==> config.mk <==
export PLATFORM = sky130hd
export DESIGN_NAME = k_nearest_neighbor_list
export DESIGN_NICKNAME = d
export VERILOG_FILES = /design/src/rtl/knn_pkg.sv /design/src/rtl/k_nearest_neighbor_list.sv
export SDC_FILE = /design/constraint.sdc
export NUM_CORES = 2
export LEC_CHECK = 0
export BUFFER_PORTS_ARGS = -buffer_cell sky130_fd_sc_hd__buf_2
export CAP_MARGIN = 15
export CELL_PAD_IN_SITES_DETAIL_PLACEMENT = 1
export CELL_PAD_IN_SITES_GLOBAL_PLACEMENT = 2
export CORE_MARGIN = 8
export CORE_UTILIZATION = 40
export CTS_BUF_LIST = sky130_fd_sc_hd__clkbuf_4 sky130_fd_sc_hd__clkbuf_8 sky130_fd_sc_hd__clkbuf_16
export DETAILED_ROUTE_END_ITERATION = 6
export PLACE_DENSITY = 0.78
export SLEW_MARGIN = 20
export SYNTH_ARGS = -nofsm -noshare
export SYNTH_HDL_FRONTEND = slang
export SYNTH_SLANG_ARGS = --single-unit
==> constraint.sdc <==
create_clock -name clk_i -period 9.05 [get_ports clk_i]
set_input_delay 0.905 -clock clk_i [delete_from_list [all_inputs] [get_ports clk_i]]
set_output_delay 0.905 -clock clk_i [all_outputs]
set_load 0.02 [all_outputs]
==> src/rtl/knn_pkg.sv <==
// Shared constants and types of the k-nearest-neighbor sorted list.
// No dependencies; imported by k_nearest_neighbor_list and the bench.
package knn_pkg;

  // List depth and coordinate width.
  localparam int unsigned NEIGHBORS      = 16;
  localparam int unsigned COORD_BITS     = 20;

  // Fixed field widths.
  localparam int unsigned DIST_BITS      = 42;
  localparam int unsigned ID_BITS        = 24;
  localparam int unsigned OP_BITS        = 2;
  localparam int unsigned ENTRY_IDX_BITS = 4;
  localparam int unsigned MAX_DUMP       = 16;

  // Derived sizes.
  localparam int unsigned IDX_BITS   = $clog2(NEIGHBORS);
  localparam int unsigned DUMP_COUNT = (NEIGHBORS < MAX_DUMP) ? NEIGHBORS : MAX_DUMP;
  localparam int unsigned MAG_BITS   = COORD_BITS + 1;
  localparam int unsigned SQ_BITS    = 2 * MAG_BITS;
  localparam int unsigned SUM_BITS   = SQ_BITS + 2;
  localparam int unsigned WIDE_BITS  = (SUM_BITS > DIST_BITS) ? SUM_BITS : DIST_BITS;

  // Stream payload widths, padded to whole bytes.
  localparam int unsigned IN_FIELD_BITS  = 6 * COORD_BITS + 2 * ID_BITS;
  localparam int unsigned IN_DATA_BITS   = ((IN_FIELD_BITS + 7) / 8) * 8;
  localparam int unsigned OUT_FIELD_BITS = 2 * DIST_BITS + ENTRY_IDX_BITS + ID_BITS + 2;
  localparam int unsigned OUT_DATA_BITS  = ((OUT_FIELD_BITS + 7) / 8) * 8;

  localparam logic [DIST_BITS-1:0] DIST_MAX        = {DIST_BITS{1'b1}};
  localparam logic [DIST_BITS-1:0] INIT_DIST_RESET = 42'd3298534883328;

  // Operation codes carried in tuser.
  localparam logic [OP_BITS-1:0] OP_CLEAR = 2'd0;
  localparam logic [OP_BITS-1:0] OP_OFFER = 2'd1;
  localparam logic [OP_BITS-1:0] OP_DUMP  = 2'd2;

  // Input item; the last field sits in the lowest bits.
  typedef struct packed {
    logic        [ID_BITS-1:0]    cand_id;
    logic signed [COORD_BITS-1:0] cand_z;
    logic signed [COORD_BITS-1:0] cand_y;
    logic signed [COORD_BITS-1:0] cand_x;
    logic        [ID_BITS-1:0]    query_id;
    logic signed [COORD_BITS-1:0] query_z;
    logic signed [COORD_BITS-1:0] query_y;
    logic signed [COORD_BITS-1:0] query_x;
  } knn_item_t;

  // Result item without the last flag; the last field sits in the lowest bits.
  typedef struct packed {
    logic                      entry_valid;
    logic [ID_BITS-1:0]        entry_id;
    logic [DIST_BITS-1:0]      entry_dist_sq;
    logic [ENTRY_IDX_BITS-1:0] entry_index;
    logic [DIST_BITS-1:0]      worst_dist_sq;
    logic                      accepted;
  } knn_result_t;

endpackage

==> src/rtl/k_nearest_neighbor_list.sv <==
// Sorted list of the nearest neighbors of one query particle, with a shared
// squaring unit and a single comparator stepped by a small sequencer.
// Depends on knn_pkg.
//
// Channel   Direction  Handshake                      Contents
// s_axis    in         s_axis_tvalid / s_axis_tready  tuser op, tdata positions and ids
// m_axis    out        m_axis_tvalid / m_axis_tready  tdata result fields, tlast
// cfg       in         cfg_we_i                       init_dist_sq
//
// Clear writes one list entry per cycle, then emits its result.
// Offer computes the distance (one axis squared per cycle on the shared
// multiplier), scans the ids, decides, makes up to NEIGHBORS insertion
// steps and then emits its result.
// Dump gives one result per cycle while the output is taken.
// Reset loads all list distances with all ones and marks every entry empty.
// The input is ready only between items; a stalled output holds the sequencer.
module k_nearest_neighbor_list (
  input  logic                                 clk_i,
  input  logic                                 rst_ni,
  input  logic                                 cfg_we_i,
  input  logic [knn_pkg::DIST_BITS-1:0]        cfg_wdata_i,
  input  logic                                 s_axis_tvalid,
  output logic                                 s_axis_tready,
  // query_x, query_y, query_z, query_id, cand_x, cand_y, cand_z, cand_id
  input  logic [knn_pkg::IN_DATA_BITS-1:0]     s_axis_tdata,
  // op
  input  logic [knn_pkg::OP_BITS-1:0]          s_axis_tuser,
  output logic                                 m_axis_tvalid,
  input  logic                                 m_axis_tready,
  // accepted, worst_dist_sq, entry_index, entry_dist_sq, entry_id, entry_valid
  output logic [knn_pkg::OUT_DATA_BITS-1:0]    m_axis_tdata,
  output logic                                 m_axis_tlast
);
  import knn_pkg::*;

  // Sequencer states.
  localparam logic [2:0] ST_IDLE   = 3'd0;
  localparam logic [2:0] ST_CLEAR  = 3'd1;
  localparam logic [2:0] ST_DIST   = 3'd2;
  localparam logic [2:0] ST_SCAN   = 3'd3;
  localparam logic [2:0] ST_DECIDE = 3'd4;
  localparam logic [2:0] ST_INS    = 3'd5;
  localparam logic [2:0] ST_EMIT   = 3'd6;
  localparam logic [2:0] ST_DUMP   = 3'd7;

  // Distance step counter: axes enter on steps 0 to 2, the sum is done after step 4.
  localparam logic [2:0] CNT_AXIS_Y = 3'd1;
  localparam logic [2:0] CNT_ACC    = 3'd2;
  localparam logic [2:0] CNT_LAST   = 3'd4;

  localparam logic [IDX_BITS-1:0] IDX_LAST  = IDX_BITS'(NEIGHBORS - 1);
  localparam logic [IDX_BITS-1:0] DUMP_LAST = IDX_BITS'(DUMP_COUNT - 1);

  logic [2:0]           state_q, state_d;
  logic [IDX_BITS-1:0]  ptr_q, ptr_d;
  logic [2:0]           cnt_q, cnt_d;
  logic                 hit_q, hit_d;
  logic                 acc_flag_q, acc_flag_d;
  logic [DIST_BITS-1:0] init_q;
  knn_item_t            item_q;

  logic [MAG_BITS-1:0]  mag_q;
  logic [SQ_BITS-1:0]   prod_q;
  logic [SUM_BITS-1:0]  acc_q;

  logic [DIST_BITS-1:0] list_dist_q [NEIGHBORS];
  logic [ID_BITS-1:0]   list_id_q   [NEIGHBORS];
  logic [NEIGHBORS-1:0] list_valid_q;

  logic                 out_valid_q;
  knn_result_t          out_q;
  logic                 out_last_q;

  logic                 in_xfer;
  logic                 out_load;
  logic [IDX_BITS-1:0]  rd_idx;
  logic [DIST_BITS-1:0] rd_dist;
  logic [ID_BITS-1:0]   rd_id;
  logic                 rd_valid;
  logic                 gt;
  logic [DIST_BITS-1:0] dist_sat;
  logic [WIDE_BITS-1:0] acc_wide;
  logic signed [COORD_BITS-1:0] axis_q_c, axis_c_c;
  logic signed [MAG_BITS-1:0]   diff;
  logic [MAG_BITS-1:0]  mag_d;
  logic [SQ_BITS-1:0]   sq;

  logic                 wr_en;
  logic [IDX_BITS-1:0]  wr_idx;
  logic [DIST_BITS-1:0] wr_dist;
  logic [ID_BITS-1:0]   wr_id;
  logic                 wr_valid;
  knn_result_t          res_d;
  logic                 res_last_d;

  assign s_axis_tready = (state_q == ST_IDLE);
  assign in_xfer       = s_axis_tvalid && s_axis_tready;
  assign out_load      = ((state_q == ST_EMIT) || (state_q == ST_DUMP)) &&
                         (!out_valid_q || m_axis_tready);

  // Configuration register.
  always_ff @(posedge clk_i or negedge rst_ni) begin
    if (!rst_ni) begin
      init_q <= INIT_DIST_RESET;
    end else if (cfg_we_i) begin
      init_q <= cfg_wdata_i;
    end
  end

  // Captured item.
  always_ff @(posedge clk_i) begin
    if (in_xfer) begin
      item_q <= knn_item_t'(s_axis_tdata[IN_FIELD_BITS-1:0]);
    end
  end

  // Shared squaring unit: one axis difference, one square and one add per cycle.
  always_comb begin
    case (cnt_q)
      3'd0: begin
        axis_q_c = item_q.query_x;
        axis_c_c = item_q.cand_x;
      end
      CNT_AXIS_Y: begin
        axis_q_c = item_q.query_y;
        axis_c_c = item_q.cand_y;
      end
      default: begin
        axis_q_c = item_q.query_z;
        axis_c_c = item_q.cand_z;
      end
    endcase
    diff  = MAG_BITS'(axis_q_c) - MAG_BITS'(axis_c_c);
    mag_d = diff[MAG_BITS-1] ? MAG_BITS'(-diff) : MAG_BITS'(diff);
  end

  assign sq = mag_q * mag_q;

  always_ff @(posedge clk_i) begin
    if (state_q == ST_DIST) begin
      mag_q  <= mag_d;
      prod_q <= sq;
      if (cnt_q == 3'd0) begin
        acc_q <= '0;
      end else if (cnt_q >= CNT_ACC) begin
        acc_q <= acc_q + SUM_BITS'(prod_q);
      end
    end
  end

  // Saturate the squared distance to the stored width.
  assign acc_wide = WIDE_BITS'(acc_q);
  assign dist_sat = (acc_wide > WIDE_BITS'(DIST_MAX)) ? DIST_MAX : DIST_BITS'(acc_wide);

  // Single list read port and the shared comparator.
  assign rd_idx   = (state_q == ST_INS) ? IDX_BITS'(ptr_q - 1'b1) : ptr_q;
  assign rd_dist  = list_dist_q[rd_idx];
  assign rd_id    = list_id_q[rd_idx];
  assign rd_valid = list_valid_q[rd_idx];
  assign gt       = rd_dist > dist_sat;

  // Sequencer.
  always_comb begin
    state_d    = state_q;
    ptr_d      = ptr_q;
    cnt_d      = cnt_q;
    hit_d      = hit_q;
    acc_flag_d = acc_flag_q;
    wr_en      = 1'b0;
    wr_idx     = ptr_q;
    wr_dist    = init_q;
    wr_id      = '0;
    wr_valid   = 1'b0;

    unique case (state_q)
      ST_IDLE: begin
        if (in_xfer) begin
          ptr_d      = '0;
          cnt_d      = '0;
          hit_d      = 1'b0;
          acc_flag_d = 1'b0;
          unique case (s_axis_tuser)
            OP_CLEAR: state_d = ST_CLEAR;
            OP_OFFER: state_d = ST_DIST;
            OP_DUMP:  state_d = ST_DUMP;
            default:  state_d = ST_IDLE;
          endcase
        end
      end
      ST_CLEAR: begin
        wr_en = 1'b1;
        if (ptr_q == IDX_LAST) begin
          state_d = ST_EMIT;
        end else begin
          ptr_d = ptr_q + 1'b1;
        end
      end
      ST_DIST: begin
        if (cnt_q == CNT_LAST) begin
          state_d = ST_SCAN;
        end else begin
          cnt_d = cnt_q + 1'b1;
        end
      end
      ST_SCAN: begin
        hit_d = hit_q || (rd_valid && (rd_id == item_q.cand_id));
        if (ptr_q == IDX_LAST) begin
          state_d = ST_DECIDE;
        end else begin
          ptr_d = ptr_q + 1'b1;
        end
      end
      ST_DECIDE: begin
        // The pointer rests on the last entry, so the comparator sees the worst distance.
        if (gt && (item_q.query_id != item_q.cand_id) && !hit_q) begin
          acc_flag_d = 1'b1;
          state_d    = ST_INS;
        end else begin
          state_d = ST_EMIT;
        end
      end
      ST_INS: begin
        // Move the hole toward the front while the entry ahead is farther.
        wr_en = 1'b1;
        if ((ptr_q != '0) && gt) begin
          wr_dist  = rd_dist;
          wr_id    = rd_id;
          wr_valid = rd_valid;
          ptr_d    = IDX_BITS'(ptr_q - 1'b1);
        end else begin
          wr_dist  = dist_sat;
          wr_id    = item_q.cand_id;
          wr_valid = 1'b1;
          state_d  = ST_EMIT;
        end
      end
      ST_EMIT: begin
        if (out_load) begin
          state_d = ST_IDLE;
        end
      end
      ST_DUMP: begin
        if (out_load) begin
          if (ptr_q == DUMP_LAST) begin
            state_d = ST_IDLE;
          end else begin
            ptr_d = ptr_q + 1'b1;
          end
        end
      end
      default: state_d = ST_IDLE;
    endcase
  end

  always_ff @(posedge clk_i or negedge rst_ni) begin
    if (!rst_ni) begin
      state_q    <= ST_IDLE;
      ptr_q      <= '0;
      cnt_q      <= '0;
      hit_q      <= 1'b0;
      acc_flag_q <= 1'b0;
    end else begin
      state_q    <= state_d;
      ptr_q      <= ptr_d;
      cnt_q      <= cnt_d;
      hit_q      <= hit_d;
      acc_flag_q <= acc_flag_d;
    end
  end

  // List storage with one write port.
  always_ff @(posedge clk_i or negedge rst_ni) begin
    if (!rst_ni) begin
      for (int i = 0; i < NEIGHBORS; i++) begin
        list_dist_q[i] <= DIST_MAX;
        list_id_q[i]   <= '0;
      end
      list_valid_q <= '0;
    end else if (wr_en) begin
      list_dist_q[wr_idx]  <= wr_dist;
      list_id_q[wr_idx]    <= wr_id;
      list_valid_q[wr_idx] <= wr_valid;
    end
  end

  // Result assembly: dump fields only in the dump state.
  always_comb begin
    res_d.accepted      = (state_q == ST_EMIT) && acc_flag_q;
    res_d.worst_dist_sq = list_dist_q[NEIGHBORS-1];
    res_d.entry_index   = '0;
    res_d.entry_dist_sq = '0;
    res_d.entry_id      = '0;
    res_d.entry_valid   = 1'b0;
    res_last_d          = 1'b1;
    if (state_q == ST_DUMP) begin
      res_d.entry_index   = ENTRY_IDX_BITS'(ptr_q);
      res_d.entry_dist_sq = rd_dist;
      res_d.entry_id      = rd_valid ? rd_id : '0;
      res_d.entry_valid   = rd_valid;
      res_last_d          = (ptr_q == DUMP_LAST);
    end
  end

  // Output register; a waiting result does not block a new input transfer.
  always_ff @(posedge clk_i or negedge rst_ni) begin
    if (!rst_ni) begin
      out_valid_q <= 1'b0;
    end else if (out_load) begin
      out_valid_q <= 1'b1;
    end else if (m_axis_tready) begin
      out_valid_q <= 1'b0;
    end
  end

  always_ff @(posedge clk_i) begin
    if (out_load) begin
      out_q      <= res_d;
      out_last_q <= res_last_d;
    end
  end

  assign m_axis_tvalid = out_valid_q;
  assign m_axis_tdata  = OUT_DATA_BITS'(out_q);
  assign m_axis_tlast  = out_last_q;

`ifndef SYNTHESIS
  // Between items the front entry is no farther than the last entry.
  assert property (@(posedge clk_i) disable iff (!rst_ni)
    (state_q == ST_IDLE) |-> (list_dist_q[0] <= list_dist_q[NEIGHBORS-1]))
    else $error("list out of order between items");

  // Insertion only follows an accepting decision.
  assert property (@(posedge clk_i) disable iff (!rst_ni)
    (state_q == ST_INS) |-> ($past(state_q) == ST_DECIDE || $past(state_q) == ST_INS))
    else $error("insertion entered without a decision");

  // An accepted result never carries dump fields and always closes its item.
  assert property (@(posedge clk_i) disable iff (!rst_ni)
    (out_valid_q && out_q.accepted) |-> (!out_q.entry_valid && out_last_q))
    else $error("accepted result carries dump fields");

  // A dump result is loaded only from the dump state with the pointer in range.
  assert property (@(posedge clk_i) disable iff (!rst_ni)
    (out_load && (state_q == ST_DUMP)) |-> (ptr_q <= DUMP_LAST))
    else $error("dump pointer past the last read-out entry");
`endif

endmodule

==> flow_summary.toml <==
[yosys]
synthSimpleGateAreaFrac = 0.1189
synth_compound_area_frac = 0.1212
synth_mux_area_frac = 0.07459
syn-instance-count = 7640
synth_top_area_share = 0.2175
synthFlopType = "dfstp_2"
ys_top_cells_by_area = "dfstp_2, edfxtp_1, dfrtp_1"
ys_ff_latch = 1516
synth_xor_area_frac = 0.01862
yosysWarnings = 0
synth_top_family_by_area = "compound AO/OA/AOI/OAI gates"
yosysUniqueCellTypes = 78
synth_fa_ha_area_frac = 0.1180
synth_top_area_cell = "dfstp_2"
syn_area_um2 = 81440
avgSynthCellArea_um2 = 10.66
ys_async_sr_fraction = 0.7434
ys_seq_area_frac = 0.5001
synth_edf_count = 389

[final_layout]
area_growth_pct = 12.47
mostFrequentLayoutCells = "nand2_1, o21ai_0, dfstp_2"
layout_commonest_cell = "nand2_1"
finalNetCount = 8558
drive_gt1_frac = 0.2258

[global_route]
grt-ovfl-total = 0
antenna_found_initial = 10
track_usage = 0.2420
grt_pass1_wl_um = 406500
grt_max_degree = 161
grt_pass1_vias = 63590

[clocking]
ctsHoldBuffers = 0
cts_tree = "built"
clock_path_buffers = 3
cts.sinks = 1516
root_buffer = "clkbuf_16"
cts_resized = 0
numCtsBuffers = 171
cts.clk_slew.worst_paths_ns = 0.07
clk_latency_ns = 0.83
h-tree-depth = 4
cts_setup_buffers = 0

[timing]
fmax_mhz = 124.6
slew_headroom = 0.2279
drv_slew = 0
hold_viol_final = 0
fin_skew_ns = 0.03374
min_period_ns = 8.026
rsz0062_at_grt = "false"
fin_crit_sh = 0.8868
tightest_slew_ns = 1.158
tns_ns = 0
setup_viol = 0

[setup_path]
crit_family = "adder cells"
worstPathCellList = "inv_1 > nor2_1 > fa_1 > fa_1 > fa_1 > fa_1 > inv_1 > fa_1 > inv_1 > fa_1 > inv_1 > fa_1 > inv_1 > ha_1 > a21o_1 > a211o_1 > a211oi_1 > o21ai_0 > a221oi_1 > o31a_1 > nor4_1 > a211oi_1 > o21ai_0 > xor2_1"
crit_top_cell = "fa_1"
crit_fanout = 19
critPathCaptureType = "flop"
arrival_ns = 8.56
crit_required_ns = 9.59
crit_path_top_delay_cell = "edfxtp_1"
start_kind = "flop"
critical_path_class = "reg -> reg"
path_buf_inv = 5
cpPeakStageDelay_ns = 0.82

[floorplanning]
ios = 340
initial_core_util = 0.4025
die_w_um = 467.2
die_h_um = 467.2
num_rows = 165
die-area_um2 = 218300
core-area_um2 = 202300

[routing]
antenna_left = 0
wirelength_um = 264600
drc = 0
routedWlPerCell_um = 25.01
drt_iter0_drc = 3895
first_pass_iters = 5
vias = 58290
via_per_inst = 5.510

[run_status]
outcome = "complete, no violations"

[placement]
io_buffers = 333
place.gp.congestion = 0.8416
dp_hpwl_um = 175700

[run]
max_cap_viol_count = 0

[min_path]
hold_path.class = "in -> async"
synth_stat cells (all sizes together) (27+ instances only):
master and n:
mux4 224, mux2i 50, xor2 71, and2 135, dfstp 674, nor2b 27, fa 310, a31oi 32
nand4 36, edfxtp 389, a21oi 229, nor2 212, and3 51, a21boi 34, nand3 126, a21o 77
o21ai 1142, nand2 1635, inv 445, clkbuf 437, dfrtp 453, mux2 47, ha 272, xnor2 100
buf 102, o211ai 57
kinds of logic after synthesis:
family | count (synthesis)
other cells | 1
compound gates | 1755
buf+inv | 985
mux | 321
xor+xnor | 171
simple gates | 2309
flops | 1516
fa+ha+maj | 582
worst paths after layout:
check	startpoint	to	slack (ns)	cells after the start
hold reg to reg	list_id_q[258]	list_id_q[258]	0.47	2
hold / removal	rst_ni	list_id_q[124]	0.08	1
setup / recovery	mag_q[7]	prod_q[40]	1.02	24
setup reg to reg	mag_q[7]	prod_q[40]	1.02	24
max in group asynchronous	rst_ni	list_id_q[249]	6.70	3
min in group clk_i	s_axis_tdata[154]	item_q[154]	0.25	1
stage by stage:
step | util | hold WS (ns) | cell area (um2) | worst slack [ns] | std cells
floorplan | - | 0.4419 | 81460 | 1.680 | 7645
global placement | 0.4240 | 0.4542 | 85780 | 1.058 | 10260
detailed placement | 0.4240 | 0.4667 | 85790 | 0.9870 | 10260
CTS | 0.4525 | 0.05878 | 91560 | 0.9529 | 10570
global route | 0.4526 | 0.08300 | 91570 | 0.5535 | 10570
finish | 0.4527 | 0.07584 | 91600 | 1.024 | 10580
registers in the layout, indices dropped and copies added (netlist names), 4 cells and up:
register and cells:
acc_q 44, init_q 42, item_q 168, list_dist_q 672
list_id_q 384, list_valid_q 16, m_axis_tdata 114, mag_q 21
prod_q 41, ptr_q 4
final cells by class:
cell class                      count  area, um2
Fill cell                       22020     110700
Sequential cell                  1516      40730
Multi-Input combinational cell   5144      37040
Clock buffer                      257       5195
Tap cell                         2672       3343
Timing Repair Buffer              480       3013
Inverter                          446       1682
Clock inverter                     55      570.5
Antenna cell                       10      25.02
per-layer routing:
metal / up-vias / wire, um / share of wire / track usage
li1: 26330 / - / - / -
met1: 30190 / 115000 / 0.43 / 0.3205
met2: 1356 / 128400 / 0.49 / 0.4107
met3: 415 / 12790 / 0.048 / 0.03870
met4: 4 / 8377 / 0.032 / 0.07221
met5: - / 27 / 0.00010 / 0
Power is left out: the tool's default activity adds up to more than one toggle a clock period on the data nets, which glitch-free logic cannot reach.
